File: src/design/mlcp_pkg.sv
`default_nettype none
package mlcp_pkg;

  localparam int LINE_LENGTH = 32;
  localparam int CNT_W       = $clog2(LINE_LENGTH);

  localparam logic [2:0] KIND_STOP    = 3'd0;
  localparam logic [2:0] KIND_FWD     = 3'd1;
  localparam logic [2:0] KIND_REV     = 3'd2;
  localparam logic [2:0] KIND_LEFT    = 3'd3;
  localparam logic [2:0] KIND_RIGHT   = 3'd4;
  localparam logic [2:0] KIND_INVALID = 3'd5;

  localparam logic [2:0] STOP_MATCHED = 3'd4;
  localparam logic [2:0] STOP_FAILED  = 3'd7;

  localparam logic [1:0] PH_BLANKS = 2'd0;
  localparam logic [1:0] PH_SIGN   = 2'd1;
  localparam logic [1:0] PH_DIGITS = 2'd2;
  localparam logic [1:0] PH_DONE   = 2'd3;

  localparam logic [7:0] CH_CR    = 8'h0D;
  localparam logic [7:0] CH_LF    = 8'h0A;
  localparam logic [7:0] CH_F     = 8'h46;
  localparam logic [7:0] CH_B     = 8'h42;
  localparam logic [7:0] CH_L     = 8'h4C;
  localparam logic [7:0] CH_R     = 8'h52;
  localparam logic [7:0] CH_PLUS  = 8'h2B;
  localparam logic [7:0] CH_MINUS = 8'h2D;
  localparam logic [7:0] CH_ZERO  = 8'h30;
  localparam logic [7:0] CH_NINE  = 8'h39;

  localparam logic [31:0] MAG_CAP = 32'h8000_0000;
  localparam logic [31:0] POS_MAX = 32'h7FFF_FFFF;

  typedef struct packed {
    logic [CNT_W-1:0] stored_count;
    logic [7:0]       first_byte;
    logic [2:0]       stop_match_progress;
    logic [1:0]       number_phase;
    logic             number_negative;
    logic [31:0]      number_magnitude;
    logic             text_ended;
  } line_state_t;

  typedef struct packed {
    logic [2:0]  command_kind;
    logic [31:0] speed_value;
  } line_cmd_t;

  function automatic logic is_blank(input logic [7:0] b);
    return (b == 8'h20) || (b == 8'h09) || (b == 8'h0B) || (b == 8'h0C);
  endfunction

  // Letters of "STOP" by position
  function automatic logic [7:0] stop_char(input logic [1:0] p);
    logic [7:0] c;
    case (p)
      2'd0:    c = 8'h53;
      2'd1:    c = 8'h54;
      2'd2:    c = 8'h4F;
      default: c = 8'h50;
    endcase
    return c;
  endfunction

endpackage
`default_nettype wire

File: src/design/mlcp_parse.sv
`default_nettype none
module mlcp_parse (
  input  wire mlcp_pkg::line_state_t st,
  input  wire logic [7:0]            byte_r,
  output mlcp_pkg::line_state_t      st_next,
  output logic                       res_valid,
  output mlcp_pkg::line_cmd_t        res
);

  logic [8:0]  pos;
  logic [35:0] mag_x10;
  logic [35:0] digit;
  logic [2:0]  kind;

  assign pos     = 9'(st.stored_count);
  assign digit   = 36'(byte_r - mlcp_pkg::CH_ZERO);
  assign mag_x10 = ({4'd0, st.number_magnitude} << 3) + ({4'd0, st.number_magnitude} << 1)
                   + digit;

  always_comb begin
    if (st.stop_match_progress == mlcp_pkg::STOP_MATCHED) begin
      kind = mlcp_pkg::KIND_STOP;
    end else if (st.first_byte == mlcp_pkg::CH_F) begin
      kind = mlcp_pkg::KIND_FWD;
    end else if (st.first_byte == mlcp_pkg::CH_B) begin
      kind = mlcp_pkg::KIND_REV;
    end else if (st.first_byte == mlcp_pkg::CH_L) begin
      kind = mlcp_pkg::KIND_LEFT;
    end else if (st.first_byte == mlcp_pkg::CH_R) begin
      kind = mlcp_pkg::KIND_RIGHT;
    end else begin
      kind = mlcp_pkg::KIND_INVALID;
    end
  end

  always_comb begin
    st_next          = st;
    res_valid        = 1'b0;
    res.command_kind = kind;
    res.speed_value  = '0;
    if (byte_r == mlcp_pkg::CH_CR) begin
      // ignored
    end else if (byte_r == mlcp_pkg::CH_LF) begin
      res_valid = 1'b1;
      if (kind != mlcp_pkg::KIND_STOP && kind != mlcp_pkg::KIND_INVALID) begin
        if (st.number_negative) begin
          res.speed_value = 32'd0 - st.number_magnitude;
        end else if (st.number_magnitude > mlcp_pkg::POS_MAX) begin
          res.speed_value = mlcp_pkg::POS_MAX;
        end else begin
          res.speed_value = st.number_magnitude;
        end
      end
      st_next = '0;
    end else if (pos < 9'(mlcp_pkg::LINE_LENGTH - 1)) begin
      st_next.stored_count = mlcp_pkg::CNT_W'(pos + 9'd1);
      if (!st.text_ended) begin
        if (byte_r == 8'd0) begin
          st_next.text_ended = 1'b1;
        end
        if (pos == 9'd0) begin
          st_next.first_byte = byte_r;
        end
        if (pos < 9'd4 && 9'(st.stop_match_progress) == pos) begin
          st_next.stop_match_progress = (byte_r == mlcp_pkg::stop_char(pos[1:0]))
                                        ? 3'(pos + 9'd1) : mlcp_pkg::STOP_FAILED;
        end
        if (pos >= 9'd1 && st.number_phase != mlcp_pkg::PH_DONE) begin
          if (byte_r >= mlcp_pkg::CH_ZERO && byte_r <= mlcp_pkg::CH_NINE) begin
            st_next.number_magnitude = (mag_x10 > 36'(mlcp_pkg::MAG_CAP))
                                       ? mlcp_pkg::MAG_CAP : mag_x10[31:0];
            st_next.number_phase     = mlcp_pkg::PH_DIGITS;
          end else if (st.number_phase == mlcp_pkg::PH_BLANKS
                       && mlcp_pkg::is_blank(byte_r)) begin
            // still skipping blanks
          end else if (st.number_phase == mlcp_pkg::PH_BLANKS
                       && (byte_r == mlcp_pkg::CH_PLUS || byte_r == mlcp_pkg::CH_MINUS)) begin
            st_next.number_negative = (byte_r == mlcp_pkg::CH_MINUS);
            st_next.number_phase    = mlcp_pkg::PH_SIGN;
          end else begin
            st_next.number_phase = mlcp_pkg::PH_DONE;
          end
        end
      end
    end
  end

endmodule
`default_nettype wire

File: src/design/motor_line_command_parser_core.sv
// A line feed request is held in the input register, then parsed into the result
//   queue, where its command waits at the output.
// Throughput: one byte request per cycle while the result queue can take a result;
//   a two-entry result queue lets bytes keep flowing while a finished command waits to be taken.
// Reset: rst is synchronous, active high; clears line state, input and queue.
`default_nettype none
module motor_line_command_parser_core (
  input  wire logic        clk,
  input  wire logic        rst,
  input  wire logic        in_valid,
  output logic             in_stall,
  input  wire logic [7:0]  byte_in,
  output logic             out_valid,
  input  wire logic        out_stall,
  output logic [2:0]       command_kind,
  output logic signed [31:0] speed_value
);

  // input register
  logic       valid_r;
  logic [7:0] byte_r;

  // running line state
  mlcp_pkg::line_state_t st;
  mlcp_pkg::line_state_t st_next;
  logic                  res_valid;
  mlcp_pkg::line_cmd_t   res;

  // result queue: slot0 faces the output, slot1 is the skid entry
  mlcp_pkg::line_cmd_t slot0;
  mlcp_pkg::line_cmd_t slot1;
  logic [1:0]          count;

  logic pop;
  logic can_push;
  logic advance;
  logic push;

  mlcp_parse u_parse (
    .st        (st),
    .byte_r    (byte_r),
    .st_next   (st_next),
    .res_valid (res_valid),
    .res       (res)
  );

  assign out_valid    = (count != 2'd0);
  assign pop          = out_valid && !out_stall;
  assign can_push     = (count != 2'd2) || pop;
  // a held byte moves on only when a result, if it makes one, has room
  assign advance      = valid_r && can_push;
  assign push         = advance && res_valid;
  assign in_stall     = valid_r && !can_push;

  assign command_kind = slot0.command_kind;
  assign speed_value  = slot0.speed_value;

  always_ff @(posedge clk) begin
    if (rst) begin
      valid_r <= 1'b0;
    end else if (!in_stall) begin
      valid_r <= in_valid;
    end
  end

  always_ff @(posedge clk) begin
    if (!in_stall) begin
      byte_r <= byte_in;
    end
  end

  always_ff @(posedge clk) begin
    if (rst) begin
      st <= '0;
    end else if (advance) begin
      st <= st_next;
    end
  end

  always_ff @(posedge clk) begin
    if (rst) begin
      count <= 2'd0;
    end else if (push && !pop) begin
      count <= count + 2'd1;
    end else if (pop && !push) begin
      count <= count - 2'd1;
    end
  end

  // queue payload, no reset needed
  always_ff @(posedge clk) begin
    if (push && pop) begin
      if (count == 2'd2) begin
        slot0 <= slot1;
        slot1 <= res;
      end else begin
        slot0 <= res;
      end
    end else if (push) begin
      if (count == 2'd0) begin
        slot0 <= res;
      end else begin
        slot1 <= res;
      end
    end else if (pop) begin
      slot0 <= slot1;
    end
  end

endmodule
`default_nettype wire

File: config.mk
export PLATFORM = sky130hd
export DESIGN_NAME = motor_line_command_parser_core
export DESIGN_NICKNAME = d
export VERILOG_FILES = /design/src/design/mlcp_pkg.sv /design/src/design/mlcp_parse.sv /design/src/design/motor_line_command_parser_core.sv
export SDC_FILE = /design/constraint.sdc
export NUM_CORES = 1
export LEC_CHECK = 0
export ABC_AREA = 1
export BUFFER_PORTS_ARGS = -buffer_cell sky130_fd_sc_hd__buf_4
export CELL_PAD_IN_SITES_DETAIL_PLACEMENT = 0
export CELL_PAD_IN_SITES_GLOBAL_PLACEMENT = 1
export CORE_MARGIN = 3
export CORE_UTILIZATION = 51
export CTS_BUF_LIST = sky130_fd_sc_hd__clkbuf_4 sky130_fd_sc_hd__clkbuf_8
export DETAILED_ROUTE_END_ITERATION = 8
export PLACE_DENSITY_LB_ADDON = 0.1
export SYNTH_ARGS = -nofsm -noshare
export SYNTH_HDL_FRONTEND = slang
export SYNTH_SLANG_ARGS = --single-unit
File: constraint.sdc
create_clock -name clk -period 10.35 [get_ports clk]
set_input_delay 1.035 -clock clk [delete_from_list [all_inputs] [get_ports clk]]
set_output_delay 1.035 -clock clk [all_outputs]
set_load 0.05 [all_outputs]
==> flow_summary.json <==
{
  "drv_slew": 0,
  "p_total_uw": 1230,
  "gp_congestion": 0.969,
  "rows": 50,
  "rsz0062_at_grt": "no",
  "final-seq-area_um2": 3440,
  "die_w_um": 147,
  "firstDrtPassIters": 6,
  "track_usage_pct": 25.6,
  "core-area_um2": 19100,
  "clock_path_buffers": 2,
  "synth_cell_types": 53,
  "port_buffers": 48,
  "post-cts-setup-buffers": 0,
  "cts_sinks": 133,
  "worst_clock_skew_ps": 15.1,
  "drcViolationCount": 0,
  "syn-num-nets": 1500,
  "cts_resized": 0,
  "synth-seq-area-share_pct": 34.0,
  "clkLatencyLatePin_ps": 450,
  "syn_avg_cell_area_um2": 7.20,
  "numCtsBuffers": 17,
  "comb_power_share_pct": 13.6,
  "vias": 9188,
  "required_ps": 10670,
  "fmax_mhz": 202,
  "placed_area_um2": 10700,
  "ys_seq_elements": 133,
  "crit_path_cell_trace": "ha_1 -> nor3_2 -> buf_4 -> fa_1 -> ha_1 -> nand2_1 -> inv_1 -> nand2_1 -> nand2_1 -> inv_1 -> nand3_1 -> nand2_1 -> nand3_1 -> a21o_1 -> or2_2 -> nand2_1 -> nand2_1 -> nand3_1 -> a21oi_1",
  "pin_count": 49,
  "hold_viol": 0,
  "wl_mm": 27.1,
  "seqPwrFrac_pct": 47.8,
  "min_period_ps": 4960,
  "multi_input_area_um2": 5650,
  "switchingPower_uw": 357,
  "netlist_area_um2": 10100,
  "synthArstFlopShare_pct": 0,
  "max_stage_delay_ps": 690,
  "dieArea_um2": 21600,
  "maxCapViolCount": 0,
  "fin_nets": 1539,
  "status": "complete, no violations",
  "wire_per_inst_um": 15.7,
  "clkTransAtPathRegs_ps": 90,
  "r2r_start": "byte_r[5]$_DFFE_PN_",
  "r2r-end": "st[31]$_SDFFE_PP0P_",
  "finalSetupTns_ps": 0,
  "vias_per_cell": 5.34,
  "met3_length_mm": 1.23,
  "synth-main-ff-cell": "edfxtp_1",
  "p_per_area_nw_per_um2": 110,
  "slowest_stage": "nand2_1",
  "post-dp-hpwl_mm": 21.2,
  "grt_pass1_vias": 8748,
  "met2_length_mm": 13.2,
  "crit_path_start_kind": "flip-flop",
  "grt_max_degree": 58,
  "arrival_ps": 5280,
  "worst_slew_margin_rel_pct": 26.1,
  "p_clk_share_pct": 38.6,
  "setup_viol_count_final": 0,
  "synth_edf_count": 78,
  "area_growth_pct": 9.57,
  "overflow": 0,
  "critPathLaunch": "byte_r[5]$_DFFE_PN_",
  "stdcell_area_um2": 11100,
  "finish.utilization_pct": 58.0,
  "drive_gt1_share_pct": 9.38,
  "swShare_pct": 29.1,
  "fin_crit_sh_pct": 47.9,
  "final_antenna_net_count": 0,
  "crit_type": "flip-flop to flip-flop",
  "cts-root-buf": "clkbuf_8",
  "nFillCells": 1892,
  "synth_warnings": 0,
  "wl_met1_mm": 12.2,
  "top_layer": "met4",
  "p_int_uw": 870,
  "tritoncts": "done",
  "cp_max_fo": 31,
  "drt_iter0_markers": 716,
  "end_kind": "flip-flop",
  "antenna_found_initial": 0,
  "ctsHtreeMaxLevel": 4,
  "hold_buffers": 0,
  "grt_pass1_wl_mm": 44.6,
  "cpMostUsedCell": "nand2_1",
  "die_height_um": 147,
  "synthCells": 1409,
  "ir_drop_uv": 102,
  "reg2reg_setup_slack_ps": 5390,
  "crit_path_end": "st[31]$_SDFFE_PP0P_",
  "worst_slew_pin_slew_ps": 1100,
  "num_antenna_cells": 0,
  "floorplan.initialDensity_pct": 53.0,
  "p_leak_uw": 0.00546,
  "rr_worst_depth": 19,
  "hold_class": "flip-flop to flip-flop"
}
## synth_stat cells, types with 6 or more instances
| master | n | area share, % |
|---|---|---|
| buf_2 | 6 | 0.30 |
| nor4_1 | 8 | 0.49 |
| nand3b_1 | 6 | 0.44 |
| a21oi_1 | 119 | 5.9 |
| inv_1 | 227 | 8.4 |
| inv_2 | 6 | 0.22 |
| nor2_2 | 10 | 0.62 |
| nor2_1 | 158 | 5.8 |
| fa_1 | 31 | 6.1 |
| or2_2 | 8 | 0.49 |
| o211ai_1 | 13 | 0.96 |
| clkbuf_1 | 10 | 0.37 |
| nor3_1 | 22 | 1.1 |
| nand3_1 | 110 | 5.4 |
| dfxtp_1 | 55 | 11 |
| nand2_2 | 8 | 0.49 |
| buf_6 | 7 | 0.78 |
| o21ai_0 | 41 | 2.0 |
| buf_4 | 6 | 0.44 |
| nand2_1 | 339 | 13 |
| nand4_1 | 26 | 1.6 |
| xnor2_1 | 9 | 0.78 |
| ha_1 | 48 | 5.9 |
| edfxtp_1 | 78 | 23 |
## power groups by stage
stage	Clock (uW)	Combinational [uW]	Sequential, uW
final	473	167	587
after detailed placement	0	167	599
after CTS	482	168	587
after global placement	0	166	598
after global routing	502	185	589
after floorplan	0	98.6	623
## state kept, by name (all words and copies together), names as in the netlist
| signal | cells |
|---|---|
| byte_r | 8 |
| slot1 | 35 |
| speed_value | 32 |
| valid_r | 1 |
| count | 2 |
| st | 52 |
| command_kind | 3 |
## how the worst min path moves through the flow
stage / cells past startpoint / endpoint / start
4_1_cts: 2 / count[1]$_SDFFE_PP0P_ / count[1]$_SDFFE_PP0P_
5_1_grt: 2 / st[38]$_SDFFE_PP0P_ / st[38]$_SDFFE_PP0P_
6_report: 2 / count[1]$_SDFFE_PP0P_ / count[1]$_SDFFE_PP0P_
3_3_place_gp: 2 / st[38]$_SDFFE_PP0P_ / st[38]$_SDFFE_PP0P_
3_5_place_dp: 2 / count[1]$_SDFFE_PP0P_ / count[1]$_SDFFE_PP0P_
2_1_floorplan: 2 / st[38]$_SDFFE_PP0P_ / st[38]$_SDFFE_PP0P_
## worst max-delay path, delay by kind of cell (launching register included)
family,cells,cell delay (ps)
buffers and inverters,3,550
DFF,1,480
adders and majority gates,3,1130
AOI/OAI and AO/OA,2,300
and+or+nand+nor,11,2350
## logic make-up (layout without fill, tap and decap cells)
family,after synthesis,after routing,share of synthesized area [%]
muxes,4,4,0.444
and+or+nand+nor,712,712,30.6
AOI/OAI and AO/OA,204,204,11.3
buffers and inverters,265,317,10.6
adders and majority gates,79,79,12.0
DFF,133,133,34.0
xor gates and xnor gates,12,12,1.11
## routing by layer
metal | up-vias | global-route usage [%]
met3 | 35 | 3.42
met4 | 0 | 6.80
met1 | 4260 | 34.6
met5 | - | 0
li1 | 4677 | -
met2 | 216 | 43.7
## placed cells by master (no fill, tap or decap), types with 40 or more instances in the layout
cell,instances
a21oi_1,119
nand3_1,110
ha_1,48
nand2_1,339
o21ai_0,40
dfxtp_1,55
edfxtp_1,78
inv_1,227
nor2_1,158
buf_4,51
## stage by stage
stage	std cells	setup slack, ps	hold slack [ps]
finish	1721	5390	492
global route	1721	4910	505
CTS	1721	5450	491
detailed placement	1689	5460	477
global placement	1689	5550	458
floorplan	1409	4560	445
## cell type report
cell class / count / share of cell area, %
clock buffers: 17 / 2.11
clock inverters: 15 / 1.75
inverters: 234 / 7.90
multi-input cells: 1011 / 50.9
flip-flops and latches: 133 / 31.0
well taps: 260 / 2.93
repair buffers: 51 / 3.45
No activity file was read; power rests on OpenSTA's default activity.
